--- config.mk ---
export PLATFORM = sky130hd
export DESIGN_NAME = animation_frame_sequencer_core
export DESIGN_NICKNAME = d
export VERILOG_FILES = /design/src/rtl/afs_pkg.sv /design/src/rtl/animation_frame_sequencer_core.sv
export SDC_FILE = /design/constraint.sdc
export NUM_CORES = 1
export LEC_CHECK = 0
export BUFFER_PORTS_ARGS = -buffer_cell sky130_fd_sc_hd__clkbuf_2
export CORE_UTILIZATION = 58
export CTS_BUF_LIST = sky130_fd_sc_hd__clkbuf_16
export DETAILED_ROUTE_END_ITERATION = 6
export PLACE_DENSITY = 0.82
export SLEW_MARGIN = 20
export SYNTH_ARGS = -nofsm -noshare
export SYNTH_HDL_FRONTEND = slang
export SYNTH_SLANG_ARGS = --single-unit
--- constraint.sdc ---
create_clock -name clk -period 8.89 [get_ports clk]
set_input_delay 0.4445 -clock clk [delete_from_list [all_inputs] [get_ports clk]]
set_output_delay 0.4445 -clock clk [all_outputs]
set_load 0.005 [all_outputs]
--- src/rtl/afs_pkg.sv ---
`timescale 1ns / 1ps
// Shared constants for the animation frame sequencer: field widths,
// configuration register indexes and play mode codes. No dependencies.
package afs_pkg;

  localparam int MAX_FRAMES  = 256;
  localparam int US_PER_MS   = 1000;

  localparam int ACC_W       = 32;
  localparam int ELAPSED_W   = 20;
  localparam int INTERVAL_W  = 16;
  localparam int COUNT_W     = 9;
  localparam int MODE_W      = 2;
  localparam int FRAME_W     = 8;
  localparam int CFG_ADDR_W  = 3;
  localparam int CFG_DATA_W  = 16;
  localparam int IN_TDATA_W  = 24;
  localparam int OUT_TDATA_W = 16;

  // configuration register indexes
  localparam logic [CFG_ADDR_W-1:0] REG_INTERVAL   = 3'd0;
  localparam logic [CFG_ADDR_W-1:0] REG_COUNT      = 3'd1;
  localparam logic [CFG_ADDR_W-1:0] REG_MODE       = 3'd2;
  localparam logic [CFG_ADDR_W-1:0] REG_START_BACK = 3'd3;
  localparam logic [CFG_ADDR_W-1:0] REG_HOLD       = 3'd4;

  // play modes; the unused code behaves as play once
  localparam logic [MODE_W-1:0] MODE_LOOP     = 2'd0;
  localparam logic [MODE_W-1:0] MODE_PINGPONG = 2'd1;
  localparam logic [MODE_W-1:0] MODE_ONCE     = 2'd2;

  typedef logic [ACC_W-1:0] word_t;

endpackage

--- src/rtl/animation_frame_sequencer_core.sv ---
`timescale 1ns / 1ps
// Animation frame sequencer: time accumulator, frame stepping for loop,
// ping-pong and play-once modes, one shared restoring divider.
// Depends on afs_pkg.
//
//  channel | direction | handshake          | payload
//  --------+-----------+--------------------+-----------------------------------
//  in_     | slave     | tvalid/tready      | tuser: action; tdata: elapsed_us
//  out_    | master    | tvalid/tready      | tuser: fired; tdata: frame, backward
//  cfg_    | write     | cfg_we             | cfg_addr, cfg_wdata
//
// Restart, held ticks and ticks not above the interval go from S_SETUP
// straight to S_DONE. A firing tick runs the divider once (S_DIV1) to split
// the accumulator into frames and remainder; play once then goes through S_ADV
// and S_FIN, ping-pong over one frame through S_ADV only. Loop and ping-pong
// run it a second time (S_DIV2) for the advance modulo the cycle, then S_FIN.
// One item at a time; in_tready is low from acceptance until the result is
// moved to the output register, which a stalled sink holds.
// Reset is synchronous, active low, and loads the register defaults.
module animation_frame_sequencer_core
  import afs_pkg::*;
(
  input  logic                   clk,
  input  logic                   rst_n,
  input  logic                   in_tvalid,
  output logic                   in_tready,
  input  logic [IN_TDATA_W-1:0]  in_tdata,   // [19:0] elapsed_us
  input  logic                   in_tuser,   // [0] action
  output logic                   out_tvalid,
  input  logic                   out_tready,
  output logic [OUT_TDATA_W-1:0] out_tdata,  // [7:0] frame_index, [8] backward
  output logic                   out_tuser,  // [0] fired
  input  logic                   cfg_we,
  input  logic [CFG_ADDR_W-1:0]  cfg_addr,
  input  logic [CFG_DATA_W-1:0]  cfg_wdata
);

  localparam logic [2:0] S_IDLE  = 3'd0;
  localparam logic [2:0] S_SETUP = 3'd1;
  localparam logic [2:0] S_DIV1  = 3'd2;
  localparam logic [2:0] S_ADV   = 3'd3;
  localparam logic [2:0] S_DIV2  = 3'd4;
  localparam logic [2:0] S_FIN   = 3'd5;
  localparam logic [2:0] S_DONE  = 3'd6;

  localparam int STEP_W = $clog2(ACC_W);
  localparam int IVUS_W = INTERVAL_W + 10;
  localparam int WIDE_W = COUNT_W + 2;

  // configuration
  logic [INTERVAL_W-1:0] interval_r;
  logic [COUNT_W-1:0]    count_r;
  logic [MODE_W-1:0]     mode_r;
  logic                  start_back_r;
  logic                  hold_r;

  // architectural state
  word_t                 acc_r;
  logic [FRAME_W-1:0]    frame_r;
  logic                  dir_r;

  // sequencer and working registers
  logic [2:0]            state_r;
  logic                  action_r;
  word_t                 sum_r;
  logic [IVUS_W-1:0]     ivus_r;
  word_t                 frames_r;
  logic [COUNT_W-1:0]    cur_r;
  logic                  fired_r;
  logic [STEP_W-1:0]     step_r;

  // shared divider
  word_t                 quo_r;
  word_t                 rem_r;
  word_t                 dvs_r;
  logic [ACC_W:0]        trial;
  logic [ACC_W:0]        diff;
  logic                  ge;

  // output register
  logic                  out_valid_r;
  logic                  out_fired_r;
  logic [FRAME_W-1:0]    out_frame_r;
  logic                  out_back_r;

  logic                  in_acc;
  logic [ACC_W:0]        sum_full;
  word_t                 sum_sat;
  logic [INTERVAL_W-1:0] iv_eff;
  logic [COUNT_W-1:0]    n_eff;
  logic [COUNT_W:0]      p_len;
  logic [COUNT_W-1:0]    cur_clamp;
  logic [ACC_W:0]        once_fwd;
  logic [COUNT_W-1:0]    once_cur;
  logic [WIDE_W-1:0]     loop_t;
  logic [COUNT_W-1:0]    loop_cur;
  logic [WIDE_W-1:0]     pp_u0;
  logic [WIDE_W-1:0]     pp_us;
  logic [WIDE_W-1:0]     pp_u;
  logic [WIDE_W-1:0]     pp_cur;
  logic                  pp_dir;
  logic [WIDE_W-1:0]     rem_k;

  assign in_tready  = (state_r == S_IDLE);
  assign in_acc     = in_tvalid && in_tready;
  assign out_tvalid = out_valid_r;
  assign out_tuser  = out_fired_r;
  assign out_tdata  = {{(OUT_TDATA_W-FRAME_W-1){1'b0}}, out_back_r, out_frame_r};

  assign sum_full = {1'b0, acc_r} + (ACC_W+1)'(in_tdata[ELAPSED_W-1:0]);
  assign sum_sat  = sum_full[ACC_W] ? {ACC_W{1'b1}} : sum_full[ACC_W-1:0];
  assign iv_eff   = (interval_r == '0) ? INTERVAL_W'(1) : interval_r;

  always_comb begin
    if (count_r == '0) begin
      n_eff = COUNT_W'(1);
    end else if (count_r > COUNT_W'(MAX_FRAMES)) begin
      n_eff = COUNT_W'(MAX_FRAMES);
    end else begin
      n_eff = count_r;
    end
  end

  assign p_len     = {n_eff - COUNT_W'(1), 1'b0};
  assign cur_clamp = ({1'b0, frame_r} >= n_eff) ? n_eff - COUNT_W'(1) : {1'b0, frame_r};

  // divider step: shift in the next dividend bit, subtract when it fits
  assign trial = {rem_r, quo_r[ACC_W-1]};
  assign ge    = trial >= {1'b0, dvs_r};
  assign diff  = trial - {1'b0, dvs_r};

  // play once: clamp at the end it runs into
  assign once_fwd = (ACC_W+1)'(cur_clamp) + {1'b0, frames_r};
  always_comb begin
    if (dir_r) begin
      once_cur = (word_t'(cur_clamp) < frames_r) ? '0
                 : cur_clamp - COUNT_W'(frames_r);
    end else begin
      once_cur = (once_fwd >= (ACC_W+1)'(n_eff)) ? n_eff - COUNT_W'(1)
                 : COUNT_W'(once_fwd);
    end
  end

  // loop and ping-pong, advance reduced by the divider
  assign rem_k = WIDE_W'(rem_r[COUNT_W:0]);
  always_comb begin
    if (dir_r) begin
      loop_t = WIDE_W'(cur_r) + WIDE_W'(n_eff) - rem_k;
    end else begin
      loop_t = WIDE_W'(cur_r) + rem_k;
    end
    loop_cur = (loop_t >= WIDE_W'(n_eff)) ? COUNT_W'(loop_t - WIDE_W'(n_eff))
               : COUNT_W'(loop_t);

    if (dir_r && (cur_r != '0)) begin
      pp_u0 = WIDE_W'(p_len) - WIDE_W'(cur_r);
    end else if (dir_r) begin
      pp_u0 = '0;
    end else begin
      pp_u0 = WIDE_W'(cur_r);
    end
    pp_us  = pp_u0 + rem_k;
    pp_u   = (pp_us >= WIDE_W'(p_len)) ? pp_us - WIDE_W'(p_len) : pp_us;
    pp_cur = (pp_u < WIDE_W'(n_eff)) ? pp_u : WIDE_W'(p_len) - pp_u;
    pp_dir = (pp_u >= WIDE_W'(n_eff)) || (pp_u == '0);
  end

  always_ff @(posedge clk) begin
    if (!rst_n) begin
      interval_r   <= INTERVAL_W'(100);
      count_r      <= COUNT_W'(1);
      mode_r       <= MODE_LOOP;
      start_back_r <= 1'b0;
      hold_r       <= 1'b0;
    end else if (cfg_we) begin
      unique case (cfg_addr)
        REG_INTERVAL:   interval_r   <= cfg_wdata[INTERVAL_W-1:0];
        REG_COUNT:      count_r      <= cfg_wdata[COUNT_W-1:0];
        REG_MODE:       mode_r       <= cfg_wdata[MODE_W-1:0];
        REG_START_BACK: start_back_r <= cfg_wdata[0];
        REG_HOLD:       hold_r       <= cfg_wdata[0];
        default: ;
      endcase
    end
  end

  always_ff @(posedge clk) begin
    if (!rst_n) begin
      state_r     <= S_IDLE;
      acc_r       <= '0;
      frame_r     <= '0;
      dir_r       <= 1'b0;
      out_valid_r <= 1'b0;
    end else begin
      // the final state reloads the output register itself
      if (out_valid_r && out_tready && (state_r != S_DONE)) begin
        out_valid_r <= 1'b0;
      end
      unique case (state_r)
        S_IDLE: begin
          if (in_acc) begin
            action_r <= in_tuser;
            sum_r    <= sum_sat;
            ivus_r   <= IVUS_W'(iv_eff) * IVUS_W'(US_PER_MS);
            state_r  <= S_SETUP;
          end
        end
        S_SETUP: begin
          fired_r <= 1'b0;
          state_r <= S_DONE;
          if (action_r) begin
            acc_r   <= '0;
            frame_r <= '0;
            dir_r   <= start_back_r;
          end else if (!hold_r) begin
            if (sum_r > word_t'(ivus_r)) begin
              quo_r   <= sum_r;
              rem_r   <= '0;
              dvs_r   <= word_t'(ivus_r);
              step_r  <= '1;
              state_r <= S_DIV1;
            end else begin
              acc_r <= sum_r;
            end
          end
        end
        S_DIV1, S_DIV2: begin
          quo_r  <= {quo_r[ACC_W-2:0], ge};
          rem_r  <= ge ? diff[ACC_W-1:0] : trial[ACC_W-1:0];
          step_r <= step_r - STEP_W'(1);
          if (step_r == '0) begin
            state_r <= (state_r == S_DIV1) ? S_ADV : S_FIN;
          end
        end
        S_ADV: begin
          acc_r    <= rem_r;
          frames_r <= quo_r;
          fired_r  <= 1'b1;
          cur_r    <= cur_clamp;
          quo_r    <= quo_r;
          rem_r    <= '0;
          step_r   <= '1;
          if (mode_r == MODE_LOOP) begin
            dvs_r   <= word_t'(n_eff);
            state_r <= S_DIV2;
          end else if (mode_r == MODE_PINGPONG && n_eff != COUNT_W'(1)) begin
            dvs_r   <= word_t'(p_len);
            state_r <= S_DIV2;
          end else if (mode_r == MODE_PINGPONG) begin
            frame_r <= '0;
            state_r <= S_DONE;
          end else begin
            // play once needs the raw advance; frames_r is loaded this cycle
            state_r <= S_FIN;
          end
        end
        S_FIN: begin
          state_r <= S_DONE;
          if (mode_r == MODE_LOOP) begin
            frame_r <= FRAME_W'(loop_cur);
          end else if (mode_r == MODE_PINGPONG) begin
            // a zero reduced advance keeps frame and direction
            frame_r <= (rem_k != '0) ? FRAME_W'(pp_cur) : FRAME_W'(cur_r);
            if (rem_k != '0) begin
              dir_r <= pp_dir;
            end
          end else begin
            frame_r <= FRAME_W'(once_cur);
          end
        end
        S_DONE: begin
          if (!out_valid_r || out_tready) begin
            out_valid_r <= 1'b1;
            out_fired_r <= fired_r;
            out_frame_r <= frame_r;
            out_back_r  <= dir_r;
            state_r     <= S_IDLE;
          end
        end
        default: state_r <= S_IDLE;
      endcase
    end
  end

  // the partial remainder never reaches the divisor
  a_rem_below_dvs: assert property (@(posedge clk) disable iff (!rst_n)
    (state_r == S_DIV1 || state_r == S_DIV2) |-> (rem_r < dvs_r))
    else $error("divider remainder not below divisor");

  // an accepted item always starts the sequencer
  a_accept_busy: assert property (@(posedge clk) disable iff (!rst_n)
    in_acc |=> (state_r == S_SETUP && !in_tready))
    else $error("sequencer did not leave idle after accept");

  // a result is only loaded from the final state
  a_load_from_done: assert property (@(posedge clk) disable iff (!rst_n)
    $rose(out_valid_r) |-> ($past(state_r) == S_DONE && state_r == S_IDLE))
    else $error("result loaded outside the final state");

  // a firing item has always gone through the divider
  a_fired_divided: assert property (@(posedge clk) disable iff (!rst_n)
    (state_r == S_DONE && fired_r) |-> (acc_r < dvs_r || mode_r != MODE_LOOP
                                         || dvs_r == word_t'(n_eff)))
    else $error("fired result without a division");

endmodule

* After elaboration in Yosys (flattened, before gate mapping)
Cells that the tools add are included.
** Operators by class
- Add/sub/neg operators :: 14
- Multipliers :: 1
- Magnitude comparators :: 10
- Equality and inequality tests :: 29
- Mux-type cells :: 64
- Reductions and logical operators :: 39
** Operators by type and width (count)
- 32-bit 2-to-1 mux :: 15
- 32-bit one-hot mux with 2 select lines :: 3
- 8-bit 2-to-1 mux :: 12
- 32-bit one-hot mux with 3 select lines :: 1
- 9-bit 2-to-1 mux :: 4
- 32-bit by 20-bit adder with 33-bit output :: 1
- 9-bit by 32-bit adder with 33-bit output :: 1
- 33-bit by 32-bit greater-or-equal comparator with 1-bit output :: 1
- 33-bit by 9-bit greater-or-equal comparator with 1-bit output :: 1
- 11-bit 2-to-1 mux :: 3
- 32-bit by 26-bit > comparator with 1-bit output :: 1
- 9-bit by 32-bit less-than comparator with 1-bit output :: 1
- 32-bit subtractor :: 1
- 2-bit != test, second input constant :: 12
- 8-bit one-hot mux with 3 select lines :: 1
- 8-bit subtractor :: 3
- 16-bit by 7-bit multiplier with 23-bit output, second input constant :: 1
- 11-bit by 9-bit greater-or-equal comparator with 1-bit output :: 2
- 3-bit 2-to-1 mux :: 7
- 5-bit AND reduction :: 4
- 3-bit one-hot mux with 6 select lines :: 1
- 16-bit logical NOT :: 1
- 16-bit 2-to-1 mux :: 1
- 5-bit 2-to-1 mux :: 3
- 39 further kinds :: 76
** Storage, ports and cells
- Register bits :: 283
- Bits of input ports :: 49
- Output and inout bits :: 19
- Logic and storage cells :: 180

* Logic depth before layout (Yosys ltp)
Gate-level depths: netlist (run 1).
- Depth in word-level cells :: 15
- Gate-level depth with buffers :: 43
- Depth with buffers taken out :: 39

* Least setup slack after synthesis (run 1)
OpenSTA, ideal clock, no wires.
- Path kind :: reg-to-reg
- Start point :: register count_r[2]
- End point :: register frame_r[6]
- Setup time :: 0.079 ns
- Arrival :: 8.675 ns
- Required time :: 8.811 ns
- Slack :: 0.136 ns
- Stages on the path, launching flop included :: 41
- Buffers on the path :: 4
- Clock period less this slack :: 8.754 ns
- Cells stage by stage :: dfxtp_1 > or3_1 > nor4_2 > a21oi_1 > or2_0 > clkbuf_1 > ha_1 > clkbuf_1 > inv_1 > ha_1 > a21o_1 > a21oi_1 > o21ai_0 > a21o_1 > a21o_1 > a21o_1 > a21oi_1 > xor2_1 > (+5 left out) > and4_1 > a41o_1 > a21oi_1 > nand2_1 > buf_2 > mux2_4 > ha_1 > o21a_1 > o21a_1 > o21a_1 > or4_1 > a31o_1 > maj3_2 > a21oi_4 > a21oi_2 > a2111oi_1 > a21oi_1 > a211oi_2
** Between the ends
- Word-level cells in the longest chain between the ends :: 15
- Elaborated cells between the ends (all ways) :: 37
- Those cells by class :: add/sub (10); order compare (7); eq/ne (2); mux (15); reduce/logical (3)
** RTL lines
- from (decl) :: RTL line animation_frame_sequencer_core.sv:52 : logic [COUNT_W-1:0] count_r;
- from (signal assigned) :: RTL line animation_frame_sequencer_core.sv:178 : REG_COUNT: count_r <= cfg_wdata[COUNT_W-1:0];
- 9-bit > comparator :: RTL line animation_frame_sequencer_core.sv:117 : end else if (count_r > COUNT_W'(MAX_FRAMES)) begin
- 9-bit 2-to-1 mux :: RTL line animation_frame_sequencer_core.sv:117
- 9-bit 2-to-1 mux * :: RTL line animation_frame_sequencer_core.sv:115 : if (count_r == '0) begin
- 9-bit by 1-bit subtractor with 9-bit output :: RTL line animation_frame_sequencer_core.sv:139 : once_cur = (once_fwd >= (ACC_W+1)'(n_eff)) ? n_eff - COUNT_W'(1)
- 10-bit by 9-bit subtractor with 11-bit output :: RTL line animation_frame_sequencer_core.sv:156 : pp_u0 = WIDE_W'(p_len) - WIDE_W'(cur_r);
- 11-bit 2-to-1 mux :: RTL line animation_frame_sequencer_core.sv:155 : if (dir_r && (cur_r != '0)) begin
- 11-bit by 10-bit adder with 11-bit output :: RTL line animation_frame_sequencer_core.sv:162 : pp_us = pp_u0 + rem_k;
- 11-bit by 10-bit subtractor with 11-bit output or 11-bit by 10-bit greater-or-equal comparator with 1-bit output (tied branches) :: RTL line animation_frame_sequencer_core.sv:163 : pp_u = (pp_us >= WIDE_W'(p_len)) ? pp_us - WIDE_W'(p_len) : pp_us;
- 11-bit 2-to-1 mux :: RTL line animation_frame_sequencer_core.sv:163
- 11-bit by 9-bit less-than comparator with 1-bit output or 8-bit subtractor (tied branches) :: RTL line animation_frame_sequencer_core.sv:164 : pp_cur = (pp_u < WIDE_W'(n_eff)) ? pp_u : WIDE_W'(p_len) - pp_u;
- 8-bit 2-to-1 mux :: RTL line animation_frame_sequencer_core.sv:164
- 8-bit 2-to-1 mux :: RTL line animation_frame_sequencer_core.sv:263 : frame_r <= (rem_k != '0) ? FRAME_W'(pp_cur) : FRAME_W'(cur_r);
- 8-bit 2-to-1 mux :: RTL line animation_frame_sequencer_core.sv:261 : end else if (mode_r == MODE_PINGPONG) begin
- 8-bit 2-to-1 mux :: RTL line animation_frame_sequencer_core.sv:259 : if (mode_r == MODE_LOOP) begin
- 8-bit one-hot mux with 3 select lines :: RTL line animation_frame_sequencer_core.sv:199 : unique case (state_r)
- to (signal assigned) :: RTL line animation_frame_sequencer_core.sv:260 : frame_r <= FRAME_W'(loop_cur);
- to (signal assigned) :: RTL line animation_frame_sequencer_core.sv:263
- to (signal assigned) :: RTL line animation_frame_sequencer_core.sv:268 : frame_r <= FRAME_W'(once_cur);
- to (decl) :: RTL line animation_frame_sequencer_core.sv:59 : logic [FRAME_W-1:0] frame_r;
Every way passes the cells marked *; elsewhere a longest branch is shown, timed or not.
A chain may end at the register's enable or synchronous reset.

* Worst setup path in the final report (run 1)
Ends and elaborated chain as after synthesis.

==> flow_summary_export.csv, run 1 <==
group,metric,value,unit
routing,number_of_vias_in_the_routed_layout,18900,
synthesis,netlist_instances,2487,
power,cellLeakagePower,11.1,nW
clock_network,tritoncts.num_buffers,31,
timing,post-route-min-period,8480,ps
die,top_level_pins,68,
finish,final_std_cell_area_no_fill,24600,um2
synthesis,synth-edff-count,203,
setup_path,timing_worst_setup_path_type,"reg2reg",
synthesis,seq_area_frac_synth,0.335,
setup_path,ff2ff_setup_slack,410,ps
synthesis,ys_async_sr_fraction,0,
finish,fillCellCount,3114,
timing,final.setup_skew,31.7,ps
finish,diodes,0,
place,numPlacedInstances,3011,
timing,final.period_utilization,0.954,
power,vdd_ir_drop_max,0.172,mV
power,power-per-cell-area,166,nW/um2
setup_path,cp_top_family,"compound AO/OA/AOI/OAI gates",
finish,multi_input_logic_area,13800,um2
setup_path,path_depth,36,
power,share_clk_of_total_power,0.314,
setup_path,crit_arrival,8960,ps
die,fp-row-count,71,
flow_run,max-cap-violations,0,
clock_network,cts_root_buf,"sky130_fd_sc_hd__clkbuf_16",
finish,final_layout_size_suffix_gt1_frac,0.0751,
clock_network,clkTransAtPathRegs,60,ps
clock_network,postCtsHoldBufs,0,
run_status,run_status,"complete, no violations",
synthesis,yosys.cell_types.count,86,
worst_hold_path,min_delay_path_depth,1,
finish,final_standard_cell_utilization_of_the_core,0.646,
timing,hold_viol,0,
synthesis,ys.warnings.count,0,
routing,dr.first_iter.drc_count,1548,
finish,nets,2894,
place,place.port_buffers,56,
timing,final-max-slew-violation-count,0,
power,internal-power,2.74,mW
die,die-area,39800,um2
timing,timing_limited_maximum_frequency,0.118,GHz
clock_network,cts-root-to-sink-buffers,3,
clock_network,worstSkewPairLatency,580,ps
setup_path,max_stage_delay_cell_worst_path,"sky130_fd_sc_hd__or3_1",
synthesis,cell_area_after_technology_mapping,22600,um2
place,dpl-instance-area,23500,um2
timing,setup_total_negative_slack,0,ps
setup_path,critPathMaxStageDelay,450,ps
power,seq_power_share,0.382,
global_routing,number_of_antenna_violations_at_the_first_check_in_global_routing,0,
synthesis,postSynthRegisterBits,277,
setup_path,worstSetupStartpointType,"register",
global_routing,overflow,0,
timing,worst_slew_margin_rel,0.324,
setup_path,cp_num_buf_inv,1,
synthesis,avgSynthCellArea,9.09,um2
die,core_area,38000,um2
setup_path,cp-end-kind,"register",
clock_network,numClockSinks,277,
power,report.power.total,4.08,mW
power,comb_power_share,0.304,
place,hpwlAfterDp,46.8,mm
power,swShare,0.329,
setup_path,worst_r2r_path_depth,36,
routing,routedWlPerCell,20.2,um
setup_path,worstReg2RegStart,"count_r[2]",
global_routing,grt_max_degree,77,
place,place.gp.congestion,0.956,
setup_path,timing.critical_path.from,"count_r[2]",
routing,ant_nets,0,
routing,drc,0,
global_routing,grt_pass1_wl,98.4,mm
setup_path,critical_path.most_common_cell,"sky130_fd_sc_hd__ha_1",
routing,drt_pass1_iterations,6,
clock_network,cts_tree,"done",
finish,syn_to_final_growth,8.59,%
finish,area.sequential,7580,um2
routing,drt_wl_total,62.0,mm
synthesis,synthFlopType,"sky130_fd_sc_hd__edfxtp_1",
die,initial_core_util,0.595,
worst_hold_path,min_path_type,"in2reg",
setup_path,required_time_of_the_critical_path,9370,ps
die,fp.dieW,199,um
global_routing,grt_util_all_layers,0.318,
global_routing,first_global_vias,18500,
timing,worst-slew-pin-transition,1010,ps
die,dieHeight,199,um
power,power.switching,1.34,mW
setup_path,maximum_fanout_encountered_on_the_critical_timing_path,7,
clock_network,postCtsSetupRepairBufs,0,
setup_path,cp-endpoint,"frame_r[6]",
finish,finish.cell_count_without_fillers,3068,
routing,routed_via_density,6.15,
clock_network,cts_htree_levels,1,
timing,setup_viol,0,
setup_path,r2r-end,"frame_r[6]",
==> Yosys cell counts (8+ instances only) <==
| library cell | instances | area [um2] |
|---|---|---|
| sky130_fd_sc_hd__a211oi_1 | 22 | 165 |
| sky130_fd_sc_hd__clkbuf_1 | 69 | 259 |
| sky130_fd_sc_hd__xor2_1 | 33 | 289 |
| sky130_fd_sc_hd__nor4_1 | 10 | 62.6 |
| sky130_fd_sc_hd__o211a_1 | 29 | 290 |
| sky130_fd_sc_hd__nand2_1 | 297 | 1110 |
| sky130_fd_sc_hd__nor2_1 | 204 | 766 |
| sky130_fd_sc_hd__or3_1 | 14 | 87.6 |
| sky130_fd_sc_hd__o21ai_0 | 93 | 465 |
| sky130_fd_sc_hd__buf_4 | 8 | 60.1 |
| sky130_fd_sc_hd__a21oi_1 | 152 | 761 |
| sky130_fd_sc_hd__nand3_1 | 44 | 220 |
| sky130_fd_sc_hd__a211o_1 | 8 | 70.1 |
| sky130_fd_sc_hd__mux2i_1 | 38 | 380 |
| sky130_fd_sc_hd__dfxtp_1 | 74 | 1480 |
| sky130_fd_sc_hd__fa_1 | 70 | 1400 |
| sky130_fd_sc_hd__ha_1 | 242 | 3030 |
| sky130_fd_sc_hd__a21o_1 | 59 | 443 |
| sky130_fd_sc_hd__nand4_1 | 21 | 131 |
| sky130_fd_sc_hd__nand2b_1 | 37 | 231 |
| sky130_fd_sc_hd__and2_1 | 14 | 87.6 |
| sky130_fd_sc_hd__and4_1 | 9 | 78.8 |
| sky130_fd_sc_hd__nor2b_1 | 35 | 219 |
| sky130_fd_sc_hd__o21bai_1 | 11 | 82.6 |
| sky130_fd_sc_hd__o21a_1 | 29 | 218 |
| sky130_fd_sc_hd__and3_1 | 46 | 288 |
| sky130_fd_sc_hd__or2_2 | 14 | 87.6 |
| sky130_fd_sc_hd__inv_1 | 245 | 920 |
| sky130_fd_sc_hd__a31oi_1 | 20 | 125 |
| sky130_fd_sc_hd__edfxtp_1 | 203 | 6100 |
| sky130_fd_sc_hd__o31ai_1 | 14 | 105 |
| sky130_fd_sc_hd__nor3_1 | 39 | 195 |
| sky130_fd_sc_hd__o211ai_1 | 15 | 113 |
| sky130_fd_sc_hd__o22ai_1 | 12 | 75.1 |
| sky130_fd_sc_hd__xnor2_1 | 96 | 841 |
| sky130_fd_sc_hd__a21boi_0 | 37 | 278 |
==> state kept, by name, summed over array words and instances, names as in the netlist, 2 cells and up <==
| name | cells |
|---|---|
| acc_r | 32 |
| count_r | 9 |
| cur_r | 9 |
| dvs_r | 26 |
| frame_r | 8 |
| frames_r | 32 |
| interval_r | 16 |
| ivus_r | 23 |
| mode_r | 2 |
| out_frame_r | 8 |
| quo_r | 32 |
| rem_r | 32 |
| state_r | 3 |
| step_r | 5 |
| sum_r | 32 |
==> layout by cell type (no fill, tap or decap), types with 31 or more instances in the layout <==
| cell | instances |
|---|---|
| sky130_fd_sc_hd__o21ai_0 | 91 |
| sky130_fd_sc_hd__mux2i_1 | 38 |
| sky130_fd_sc_hd__ha_1 | 241 |
| sky130_fd_sc_hd__a21oi_1 | 150 |
| sky130_fd_sc_hd__xor2_1 | 33 |
| sky130_fd_sc_hd__nand2_1 | 297 |
| sky130_fd_sc_hd__xnor2_1 | 96 |
| sky130_fd_sc_hd__fa_1 | 70 |
| sky130_fd_sc_hd__dfxtp_1 | 74 |
| sky130_fd_sc_hd__a21boi_0 | 37 |
| sky130_fd_sc_hd__nand3_1 | 44 |
| sky130_fd_sc_hd__clkbuf_2 | 56 |
| sky130_fd_sc_hd__nor2b_1 | 34 |
| sky130_fd_sc_hd__edfxtp_1 | 203 |
| sky130_fd_sc_hd__nand2b_1 | 36 |
| sky130_fd_sc_hd__nor2_1 | 203 |
| sky130_fd_sc_hd__inv_1 | 251 |
| sky130_fd_sc_hd__clkbuf_16 | 31 |
| sky130_fd_sc_hd__nor3_1 | 39 |
| sky130_fd_sc_hd__and3_1 | 45 |
| sky130_fd_sc_hd__a21o_1 | 59 |
| sky130_fd_sc_hd__buf_4 | 38 |
==> final cells by class <==
cell class              count  share of cell area
multi-input cells        1882               0.564
flip-flops and latches    277               0.309
inverters                 247              0.0378
clock buffers              31              0.0316
well taps                 511              0.0260
repair buffers             94              0.0230
clock inverters            26             0.00922
==> power by group through the flow <==
stage                     Clock [mW]  Sequential, mW  Combinational [mW]
after floorplan                    0            1.55               0.912
after CTS                       1.29            1.56                1.21
after global routing            1.34            1.56                1.38
final                           1.28            1.56                1.24
after detailed placement           0            1.58                1.20
after global placement             0            1.58                1.17
==> repair_timing <==
item / in CTS / in global routing
endpoints found under the setup margin: 0 / 7
endpoints found under the hold margin: 0 / 0
gates resized for setup: 0 / 9
==> cells by family (layout without fill, tap and decap cells) <==
group,after synthesis,in the layout,synth area share
AO/OA/AOI/OAI,575,575,0.172
AND/OR/NAND/NOR,810,810,0.167
buffers and inverters,334,398,0.0570
other,1,7,0.000166
multiplexers,46,46,0.0210
flip-flops,277,277,0.335
XOR/XNOR,129,129,0.0500
adder cells (fa/ha/maj),315,315,0.197
==> metrics by stage <==
stage / hold WS (ps) / worst slack [ps]
after global placement: 407 / 374
final: 56.3 / 408
after floorplan: 400 / 136
after CTS: 40.9 / 142
after global routing: 37.9 / -22.4
after detailed placement: 419 / 177
==> metal layers <==
metal,vias up,global-route usage,part of all wire
met1,9040,0.430,0.41
met4,0,0.113,0.034
met3,160,0.0432,0.087
met5,-,0,0
met2,810,0.523,0.46
li1,8847,-,-
==> worst min path at each step <==
| stage | from | end | slack [ps] |
|---|---|---|---|
| floorplan | fired_r | out_tuser | 400 |
| global placement | fired_r | out_tuser | 410 |
| detailed placement | fired_r | out_tuser | 420 |
| CTS | in_tuser | action_r | 40 |
| global route | in_tuser | action_r | 40 |
| finish | in_tuser | action_r | 60 |
Note: power is estimated with default switching activity, not from simulation.
==> run 2, diff against run 1 <==
- ABC_AREA: default -> 1
- CORE_MARGIN: default -> 3
==> flow_summary_export.csv, run 2 <==
group,metric,value,unit
run_status,run_status,"complete, no violations",
die,fp-row-count,72,
timing,hold_viol,0,
synthesis,synthFlopType,"sky130_fd_sc_hd__edfxtp_1",
power,vdd_ir_drop_max,0.267,mV
global_routing,first_global_vias,20500,
worst_hold_path,min_path_type,"in2reg",
place,hpwlAfterDp,51.3,mm
synthesis,synth_top_area_share,0.263,
timing,worst_slack,952,ps
finish,fillCellCount,3232,
routing,drc,0,
die,fp.dieW,206,um
synthesis,ys.warnings.count,0,
synthesis,post-synth-top-area-cell,"sky130_fd_sc_hd__edfxtp_1",
setup_path,r2r-end,"frame_r[3]",
die,die-area,42300,um2
clock_network,tritoncts.num_buffers,34,
synthesis,netlist_instances,2926,
timing,grt_setup_unrepaired,"no",
timing,worst-slew-pin-transition,943,ps
global_routing,groute.layer.met1.usage,0.412,
timing,final.period_utilization,0.893,
routing,number_of_vias_in_the_routed_layout,20700,
finish,most_common_library_cell_in_the_layout_ignoring_fill_and_taps,"sky130_fd_sc_hd__nand2_1",
flow_run,max-cap-violations,0,
clock_network,numClockSinks,277,
synthesis,cell_area_after_technology_mapping,23100,um2
die,initial_core_util,0.593,
timing,post-route-min-period,7940,ps
timing,final-max-slew-violation-count,0,
synthesis,ys_async_sr_fraction,0,
timing,finalHoldWorstSlack,90.5,ps
synthesis,avgSynthCellArea,7.91,um2
finish,syn_to_final_growth,8.85,%
power,power-per-cell-area,340,nW/um2
setup_path,crit_arrival,8360,ps
setup_path,critical_path.most_common_cell,"sky130_fd_sc_hd__nand2_1",
clock_network,postCtsResizedCells,0,
setup_path,max_stage_delay_cell_worst_path,"sky130_fd_sc_hd__ha_1",
routing,dr.first_iter.drc_count,2104,
routing,ant_nets,0,
setup_path,timing.critical_path.from,"count_r[8]",
finish,final_layout_size_suffix_gt1_frac,0.0836,
synthesis,yosys.cell_types.count,71,
place,place.gp.congestion,0.985,
setup_path,critPathMaxStageDelay,400,ps
clock_network,cts-root-to-sink-buffers,3,
timing,setup_total_negative_slack,0,ps
setup_path,cp-endpoint,"frame_r[3]",
finish,final_cell_mix,"sky130_fd_sc_hd__nand2_1, sky130_fd_sc_hd__inv_1, sky130_fd_sc_hd__o21ai_0, sky130_fd_sc_hd__ha_1, sky130_fd_sc_hd__a21oi_1",
timing,setup_viol,0,
setup_path,timing_worst_setup_path_type,"reg2reg",
power,cellLeakagePower,11.9,nW
setup_path,required_time_of_the_critical_path,9310,ps
global_routing,grtUsageMet3,0.0410,
setup_path,ff2ff_setup_slack,950,ps
power,report.power.total,8.57,mW
setup_path,maximum_fanout_encountered_on_the_critical_timing_path,14,
synthesis,yosysMostFrequentCell,"sky130_fd_sc_hd__nand2_1",
clock_network,postCtsHoldBufs,0,
clock_network,clkTransAtPathRegs,60,ps
die,top_level_pins,68,
global_routing,grt_max_degree,82,
routing,drt_pass1_iterations,6,
clock_network,cts_tree,"done",
synthesis,synth-edff-count,203,
clock_network,postCtsSetupRepairBufs,0,
clock_network,worstSkewPairLatency,540,ps
global_routing,met2_usage,0.522,
finish,nets,3352,
place,post-place-ws,1200,ps
place,place.port_buffers,56,
setup_path,worstSetupStartpointType,"register",
finish,diodes,0,
setup_path,cp-end-kind,"register",
routing,routed_via_density,5.86,
timing,worst_slew_margin_rel,0.369,
clock_network,cts_htree_levels,2,
routing,drt_wl_total,66.6,mm
global_routing,number_of_antenna_violations_at_the_first_check_in_global_routing,0,
synthesis,synth_top_cells_by_area,"sky130_fd_sc_hd__edfxtp_1, sky130_fd_sc_hd__ha_1, sky130_fd_sc_hd__nand2_1, sky130_fd_sc_hd__inv_1, sky130_fd_sc_hd__dfxtp_1",
die,core_area,39000,um2
synthesis,seq_area_frac_synth,0.327,
timing,timing_limited_maximum_frequency,0.126,GHz
global_routing,grt_pass1_wl,107,mm
die,dieHeight,206,um
global_routing,overflow,0,
synthesis,most_numerous_cell_types_in_the_synthesized_netlist,"sky130_fd_sc_hd__nand2_1, sky130_fd_sc_hd__inv_1, sky130_fd_sc_hd__o21ai_0",
global_routing,busiest_layer_in_global_routing,"met2",
timing,final.setup_skew,19.9,ps
global_routing,grt_util_all_layers,0.322,
setup_path,worstReg2RegStart,"count_r[8]",
clock_network,cts_root_buf,"sky130_fd_sc_hd__clkbuf_16",
routing,routedWlPerCell,18.9,um
setup_path,worst_r2r_path_depth,49,
synthesis,postSynthRegisterBits,277,
-- run 2: changes by cell type in the layout (fill, tap and decap cells not counted), moves of 38 or more --
| cell | delta |
|---|---|
| sky130_fd_sc_hd__nand2_1 | +267 |
| sky130_fd_sc_hd__inv_1 | +239 |
| sky130_fd_sc_hd__o21ai_0 | +154 |
| sky130_fd_sc_hd__nand3_1 | +107 |
| sky130_fd_sc_hd__xnor2_1 | -63 |
| sky130_fd_sc_hd__a21oi_1 | +60 |
| sky130_fd_sc_hd__a21o_1 | -54 |
| sky130_fd_sc_hd__and3_1 | -42 |
| sky130_fd_sc_hd__mux2i_1 | -38 |
| sky130_fd_sc_hd__xor2_1 | +38 |
-- run 2: worst min path at each step --
stage | start | to | slack (ps) | cells after the start
after global routing | in_tuser | action_r | 80 | 1
final | in_tuser | action_r | 90 | 1
after global placement | fired_r | out_tuser | 410 | 0
after CTS | in_tuser | action_r | 70 | 1
after detailed placement | fired_r | out_tuser | 430 | 0
after floorplan | fired_r | out_tuser | 400 | 0
-- run 2: cells by family after synthesis --
group | Yosys count | share of synthesized area
other | 1 | 0.000162
DFF | 277 | 0.327
xor gates and xnor gates | 104 | 0.0394
adders and majority gates | 312 | 0.191
buffers and inverters | 566 | 0.0943
AOI/OAI and AO/OA | 595 | 0.144
and+or+nand+nor | 1071 | 0.203
-- run 2: stage by stage --
stage                util  cells  area, um2
floorplan               -   2932      23200
global placement    0.617   3472      24100
detailed placement  0.617   3472      24100
CTS                 0.645   3533      25200
global route        0.646   3534      25200
finish              0.646   3534      25200
-- run 2: power by group --
part	internal (mW)	switching [mW]
Clock	0.806	0.568
Combinational	1.81	3.38
Sequential	1.80	0.215
Total	4.41	4.16
-- run 2: routing by layer --
metal | wire length, um | share of wire
met1 | 26300 | 0.39
met2 | 30400 | 0.46
met3 | 5330 | 0.080
met4 | 4600 | 0.069
met5 | 0 | 0
-- run 2: critical path: cells and delay by family (launching register included) --
family	cells	cell delay (ps)
xor gates and xnor gates	1	250
DFF	1	340
and+or+nand+nor	20	2110
AOI/OAI and AO/OA	14	2390
adders and majority gates	5	1640
buffers and inverters	9	1080
-- run 2: cell type report --
| class | instances | area (um2) | share of cell area |
|---|---|---|---|
| Sequential cell | 277 | 7580 | 0.301 |
| Clock buffer | 35 | 876 | 0.0348 |
| Tap cell | 518 | 648 | 0.0257 |
| Inverter | 500 | 1880 | 0.0746 |
| Timing Repair Buffer | 89 | 548 | 0.0218 |
| Clock inverter | 26 | 213 | 0.00844 |
| Multi-Input combinational cell | 2089 | 13400 | 0.534 |
